--- src/rtl/int_key_chained_hash_table_core_macros.svh ---
// Assertion shorthands shared by the table modules
`ifndef INT_KEY_CHAINED_HASH_TABLE_CORE_MACROS_SVH
`define INT_KEY_CHAINED_HASH_TABLE_CORE_MACROS_SVH

// Property checked on every rising clock edge outside reset
`define IKCHT_ASSERT(lbl, prop, msg) \
  lbl: assert property (@(posedge clk_i) disable iff (!rst_ni) prop) else $error(msg);

// Condition that must never be seen outside reset
`define IKCHT_NEVER(lbl, cond, msg) \
  lbl: assert property (@(posedge clk_i) disable iff (!rst_ni) !(cond)) else $error(msg);

`endif

--- src/rtl/ikcht_pkg.sv ---
package ikcht_pkg;

  localparam logic [1:0] ACT_INS = 2'd0;
  localparam logic [1:0] ACT_LKP = 2'd1;
  localparam logic [1:0] ACT_REM = 2'd2;
  localparam logic [1:0] ACT_CLR = 2'd3;

  localparam logic [1:0] ST_OK     = 2'd0;
  localparam logic [1:0] ST_SAME   = 2'd1;
  localparam logic [1:0] ST_ABSENT = 2'd2;
  localparam logic [1:0] ST_FULL   = 2'd3;

  localparam logic [31:0] HASH_MULT = 32'h9E37_79B9;
  localparam int          HASH_FOLD = 16;
  localparam logic [3:0]  BITS_MIN  = 4'd4;
  localparam logic [3:0]  BITS_RST  = 4'd6;

  typedef enum logic [3:0] {
    OP_NONE,
    OP_LOAD,
    OP_MUL,
    OP_HEAD,
    OP_HCHK,
    OP_CMP,
    OP_ACT,
    OP_INS,
    OP_REL,
    OP_SWEEP,
    OP_FIN
  } dp_op_e;

  typedef struct packed {
    dp_op_e op;
  } cmd_t;

  typedef struct packed {
    logic in_clr;
    logic is_ins;
    logic is_rem;
    logic head_nil;
    logic hit;
    logic link_nil;
    logic found;
    logic full;
    logic sweep_last;
  } st_t;

endpackage

--- src/rtl/ikcht_ctrl.sv ---
`include "int_key_chained_hash_table_core_macros.svh"

module ikcht_ctrl import ikcht_pkg::*; (
  input  logic clk_i,
  input  logic rst_ni,
  input  logic start,
  output logic busy,
  input  st_t  st_i,
  output cmd_t cmd_o
);

  localparam logic [3:0] S_IDLE  = 4'd0;
  localparam logic [3:0] S_MUL   = 4'd1;
  localparam logic [3:0] S_HEAD  = 4'd2;
  localparam logic [3:0] S_HCHK  = 4'd3;
  localparam logic [3:0] S_CMP   = 4'd4;
  localparam logic [3:0] S_ACT   = 4'd5;
  localparam logic [3:0] S_INS   = 4'd6;
  localparam logic [3:0] S_REL   = 4'd7;
  localparam logic [3:0] S_SWEEP = 4'd8;
  localparam logic [3:0] S_FIN   = 4'd9;

  logic [3:0] state_q, state_d;
  logic       init_q, init_d;

  always_comb begin
    state_d   = state_q;
    init_d    = init_q;
    cmd_o.op  = OP_NONE;
    unique case (state_q)
      S_IDLE: begin
        if (start) begin
          cmd_o.op = OP_LOAD;
          state_d  = st_i.in_clr ? S_SWEEP : S_MUL;
        end
      end
      S_MUL: begin
        cmd_o.op = OP_MUL;
        state_d  = S_HEAD;
      end
      S_HEAD: begin
        cmd_o.op = OP_HEAD;
        state_d  = S_HCHK;
      end
      S_HCHK: begin
        cmd_o.op = OP_HCHK;
        state_d  = st_i.head_nil ? S_ACT : S_CMP;
      end
      S_CMP: begin
        // one chain entry per cycle until hit or end of chain
        cmd_o.op = OP_CMP;
        if (st_i.hit || st_i.link_nil) begin
          state_d = S_ACT;
        end
      end
      S_ACT: begin
        cmd_o.op = OP_ACT;
        if (st_i.is_ins && !st_i.found && !st_i.full) begin
          state_d = S_INS;
        end else if (st_i.is_rem && st_i.found) begin
          state_d = S_REL;
        end else begin
          state_d = S_FIN;
        end
      end
      S_INS: begin
        cmd_o.op = OP_INS;
        state_d  = S_FIN;
      end
      S_REL: begin
        cmd_o.op = OP_REL;
        state_d  = S_FIN;
      end
      S_SWEEP: begin
        cmd_o.op = OP_SWEEP;
        if (st_i.sweep_last) begin
          state_d = init_q ? S_IDLE : S_FIN;
          init_d  = 1'b0;
        end
      end
      S_FIN: begin
        cmd_o.op = OP_FIN;
        state_d  = S_IDLE;
      end
      default: state_d = S_IDLE;
    endcase
  end

  always_ff @(posedge clk_i or negedge rst_ni) begin
    if (!rst_ni) begin
      state_q <= S_SWEEP;
      init_q  <= 1'b1;
    end else begin
      state_q <= state_d;
      init_q  <= init_d;
    end
  end

  assign busy = (state_q != S_IDLE);

  `IKCHT_ASSERT(a_start_busy, (start && !busy) |=> busy, "accepted item did not raise busy")
  `IKCHT_NEVER(a_init_idle, init_q && (state_q != S_SWEEP), "left the clearing pass early")
  `IKCHT_ASSERT(a_fin_ret, (state_q == S_FIN) |=> !busy, "finish did not return to idle")

endmodule

--- config.mk ---
export PLATFORM = sky130hd
export DESIGN_NAME = ikcht_ctrl
export DESIGN_NICKNAME = d
export VERILOG_FILES = /design/src/rtl/ikcht_pkg.sv /design/src/rtl/ikcht_ctrl.sv
export VERILOG_INCLUDE_DIRS = /design/src /design/src/rtl
export SDC_FILE = /design/constraint.sdc
export NUM_CORES = 1
export LEC_CHECK = 0
export BUFFER_PORTS_ARGS = -buffer_cell sky130_fd_sc_hd__buf_4
export CAP_MARGIN = 20
export CORE_AREA = 10 10 47 49
export CTS_CLUSTER_SIZE = 30
export DETAILED_ROUTE_END_ITERATION = 16
export DIE_AREA = 0 0 57 59
export PLACE_DENSITY_LB_ADDON = 0.12
export REMOVE_ABC_BUFFERS = 1
export SETUP_SLACK_MARGIN = 0.05
export SYNTH_ARGS = -nofsm -noshare
export SYNTH_HDL_FRONTEND = slang
export SYNTH_SLANG_ARGS = --single-unit
--- constraint.sdc ---
create_clock -name clk_i -period 1.9 [get_ports clk_i]
set_clock_uncertainty 0.1 [all_clocks]
set_input_delay 0.285 -clock clk_i [delete_from_list [all_inputs] [get_ports clk_i]]
set_output_delay 0.285 -clock clk_i [all_outputs]
set_load 0.005 [all_outputs]
After elaboration in Yosys (flattened, before gate mapping)

Index checks and enable logic that the tools add are counted.

Multiplexer cells: 11
Reduce and logical (&&, ||, !) cells: 11
Equality and inequality tests: 12

Operators by type and width:

| operator           | count |
|---|---|
| $pmux 4 s10        | 1 |
| $pmux 4 s8         | 1 |
| $mux 4             | 7 |
| $eq 4x3->1 const B | 4 |
| $eq 4x2->1 const B | 2 |
| $eq 4x4->1 const B | 2 |
| $ne 2x2->1 const B | 3 |
| $eq 4x1->1 const B | 1 |
| $logic_not 4->1    | 1 |
| $reduce_bool 4->1  | 1 |
| $logic_and 1x1->1  | 3 |
| $reduce_and 3->1   | 1 |
| $logic_not 1->1    | 2 |
| $mux 1             | 2 |
| $reduce_and 2->1   | 1 |
| $reduce_or 2->1    | 1 |
| $logic_or 1x1->1   | 1 |

Output and inout bits: 5
Bits in registers: 5
Bits of input ports: 12
Logic and storage cells: 36

Longest topological paths before layout

Depth in word-level cells: 5
Gate-level depth with buffers: 5
Mapped depth without buffers: 4

Least setup slack after synthesis

OpenSTA, ideal clock, no wires.

Path type: flip-flop to output port
From: reg state_q[3]
To: out cmd_o[1] (netlist bit)
Stages on the path, launching flop included: 6
Data arrival time: 1.122 ns
Data required time: 1.515 ns
Buffers on the path: 2
Slack: 0.393 ns
Cell sequence: dfstp_2 -> buf_4 -> clkbuf_1 -> a21oi_1 -> nand2_1 -> o21ai_0

RTL lines:

| item                   | line             | source |
|---|---|---|
| start, declared        | ikcht_ctrl.sv:23 | `logic [3:0] state_q, state_d;` |
| start signal, assigned | ikcht_ctrl.sv:94 | `state_q <= state_d;` |
| end, declared          | ikcht_ctrl.sv:9  | `output cmd_t cmd_o` |

==> flow_metrics.py <==
metrics = {
    "run_status": {
        "status": "finished clean",
    },
    "yosys": {
        "synth_area_leader_cell": "dfrtp_1",
        "yosysSeqAreaShare": 0.304,
        "syn_area_um2": 420,
        "synth_edf_count": 0,
        "synth_seq_cells": 5,
        "synth_top_area_frac": 0.179,
        "syn_area_per_cell_um2": 7.38,
        "synth_area_leaders": "dfrtp_1 18%, dfstp_2 13%, a21oi_1 7.1%, nor2_1 6.3%, a31oi_1 6.0%",
        "synth_ff_type": "dfrtp_1",
        "synth_cell_type_count": 24,
        "async_flop_share": 1.00,
        "ys_warn_count": 0,
        "syn_inst": 57,
    },
    "timing": {
        "fmax_ghz": 0.567,
        "finalSetupViolations": 0,
        "setup_tns_ns": 0,
        "fin_crit_ns": 1.77,
        "worst_pin_slew_ns": 0.367,
        "rsz0062_at_grt": "no",
        "min_period_over_period": 0.929,
        "whs_ns": 0.115,
        "finalHoldViolCount": 0,
        "relSlewSlack": 0.755,
        "slew_viol_final": 0,
    },
    "routing": {
        "initialDrtViolationCount": 5,
        "wire_per_inst_um": 12.9,
        "drc": 0,
        "dr_total_vias": 456,
        "postRouteAntennaNets": 0,
        "totalWireLength_um": 1150,
        "routed_via_density": 5.12,
        "dr.pass1.iters": 2,
    },
    "worst_setup_path": {
        "crit_fanout": 12,
        "critPathKind": "flip-flop to output port",
        "crit_chain": "nor2b_1 > a32o_1 > buf_4",
        "path_depth": 3,
        "ff2ff_path_depth": 4,
        "critical-path-max-stage-delay_ns": 0.65,
        "cp.required_ns": 1.51,
        "cp_num_buf_inv": 1,
        "cp-end-kind": "output port",
        "cp.arrival_ns": 1.38,
        "startpoint_type": "flip-flop",
        "cp_top_family": "flip-flops",
        "cp_slowest_cell": "dfstp_2",
    },
    "die": {
        "io_pins": 17,
        "core_area_um2": 1400,
        "die_h_um": 59,
        "dieArea_um2": 3360,
        "initial_core_util": 0.300,
        "dieWidth_um": 57,
        "rows": 14,
    },
    "finish": {
        "syn_to_final_growth_pct": 36.3,
        "nFillCells": 148,
        "nets": 86,
        "num_antenna_cells": 0,
        "drive_gt1_frac": 0.329,
    },
    "clock_network": {
        "path_clk_slew_ns": 0.04,
        "ctsRootBufferMaster": "clkbuf_4",
        "cts_tree": "done",
        "cts_made_buffers": 3,
        "clk_path_buf_depth": 2,
        "clk_latency_ns": 0.24,
        "cts.sinks": 5,
        "htreeDepth": 1,
    },
    "global_routing": {
        "grt_pass1_wl_um": 2010,
        "grt_max_degree": 18,
        "grt_antenna_before_repair": 0,
        "grt_pass1_vias": 491,
        "grt_usage": 0.0730,
        "overflow": 0,
    },
    "min_path": {
        "hold_path_class": "input port to flip-flop",
        "hold_depth": 2,
    },
    "placed_design": {
        "gp_congestion": 0.708,
        "numPortBuffers": 16,
    },
    "pwr": {
        "p_leak_uw": 0.000247,
        "peakVddDrop_mv": 0.519,
        "p_per_area_nw_per_um2": 1590,
    },
    "run": {
        "drv_cap": 0,
    },
}
[state kept, by name (all words and copies together) (netlist names)]
name,flops
state_q,4
init_q,1
[placed cells by master (no fill, tap or decap), types with 2 or more instances in the layout]
cell,count
dfrtp_1,2
nand2b_1,4
dfstp_2,2
clkbuf_4,3
nand3_1,2
nor2b_1,2
a21oi_1,6
buf_4,17
a31oi_1,4
nor3_1,4
nand2_1,4
o21ai_0,3
nor2_1,7
[metrics by stage]
step / util / setup slack [ns] / std cells / area, um2 / total power (uW)
final: 0.409 / 0.135 / 89 / 573 / 913
after global routing: 0.409 / 0.0524 / 89 / 573 / 1020
after CTS: 0.408 / 0.103 / 89 / 572 / 927
after detailed placement: 0.382 / 0.369 / 84 / 536 / 795
after global placement: 0.382 / 0.372 / 84 / 536 / 799
after floorplan: - / 0.529 / 51 / 388 / 576
[cell type report]
type,count,area [um2],area share
Clock buffer,4,26.3,0.0459
Inverter,1,3.75,0.00655
Multi-Input combinational cell,45,256,0.448
Sequential cell,5,129,0.225
Tap cell,16,20.0,0.0349
Timing Repair Buffer,18,138,0.240
[worst reg2reg max path: cells and delay by family, from the launching register on]
family                 cells  cell delay, ns
flip-flops                 1            0.65
buffers and inverters      1            0.19
AO/OA/AOI/OAI              2            0.39
AND/OR/NAND/NOR            1            0.07
[metal layers]
metal  track usage  wire (um)  share of wire  vias to the layer above
met4        0.0201          0              0                        0
met1        0.0821        543           0.47                      205
li1              -          -              -                      236
met3        0.0429         83          0.072                        0
met5             0          0              0                        -
met2         0.115        523           0.45                       15
[kinds of logic after synthesis]
family | count (synthesis) | share of synthesized area
AOI/OAI and AO/OA | 19 | 0.289
and+or+nand+nor | 25 | 0.301
DFF | 5 | 0.304
buffers and inverters | 7 | 0.0863
xor gates and xnor gates | 1 | 0.0208
[power by group]
part	internal (uW)	switching, uW	total, uW
Clock	79.4	43.1	122
Sequential	170	134	304
Combinational	275	212	487
Total	524	389	913
[worst paths after layout]
path	endpoint	from	slack, ns
max	cmd_o[3]	state_q[3]$_DFFE_PN1P_	0.13
min	init_q$_DFFE_PN1P_	st_i[0]	0.11
max reg2reg	state_q[0]$_DFFE_PN0P_	state_q[3]$_DFFE_PN1P_	0.44
min reg2reg	init_q$_DFFE_PN1P_	init_q$_DFFE_PN1P_	0.35
max in group asynchronous	init_q$_DFFE_PN1P_	rst_ni	1.23
min in group asynchronous	state_q[0]$_DFFE_PN0P_	rst_ni	0.28
[synth_stat cells, types with 2 or more instances]
cell type / n
a21oi_1: 6
a31oi_1: 4
buf_2: 2
buf_4: 2
clkbuf_1: 2
dfrtp_1: 3
dfstp_2: 2
nand2_1: 4
nand2b_1: 4
nand3_1: 2
nor2_1: 7
nor2b_1: 2
nor3_1: 4
o21ai_0: 3
[repair_timing]
action                     in CTS  in global routing
setup endpoints to repair       0                  3
setup buffers                   0                  0
hold endpoints to repair        5                  0
resized for setup               0                  1
hold buffers                    1                  0
No activity file was read; power rests on OpenSTA's default activity.
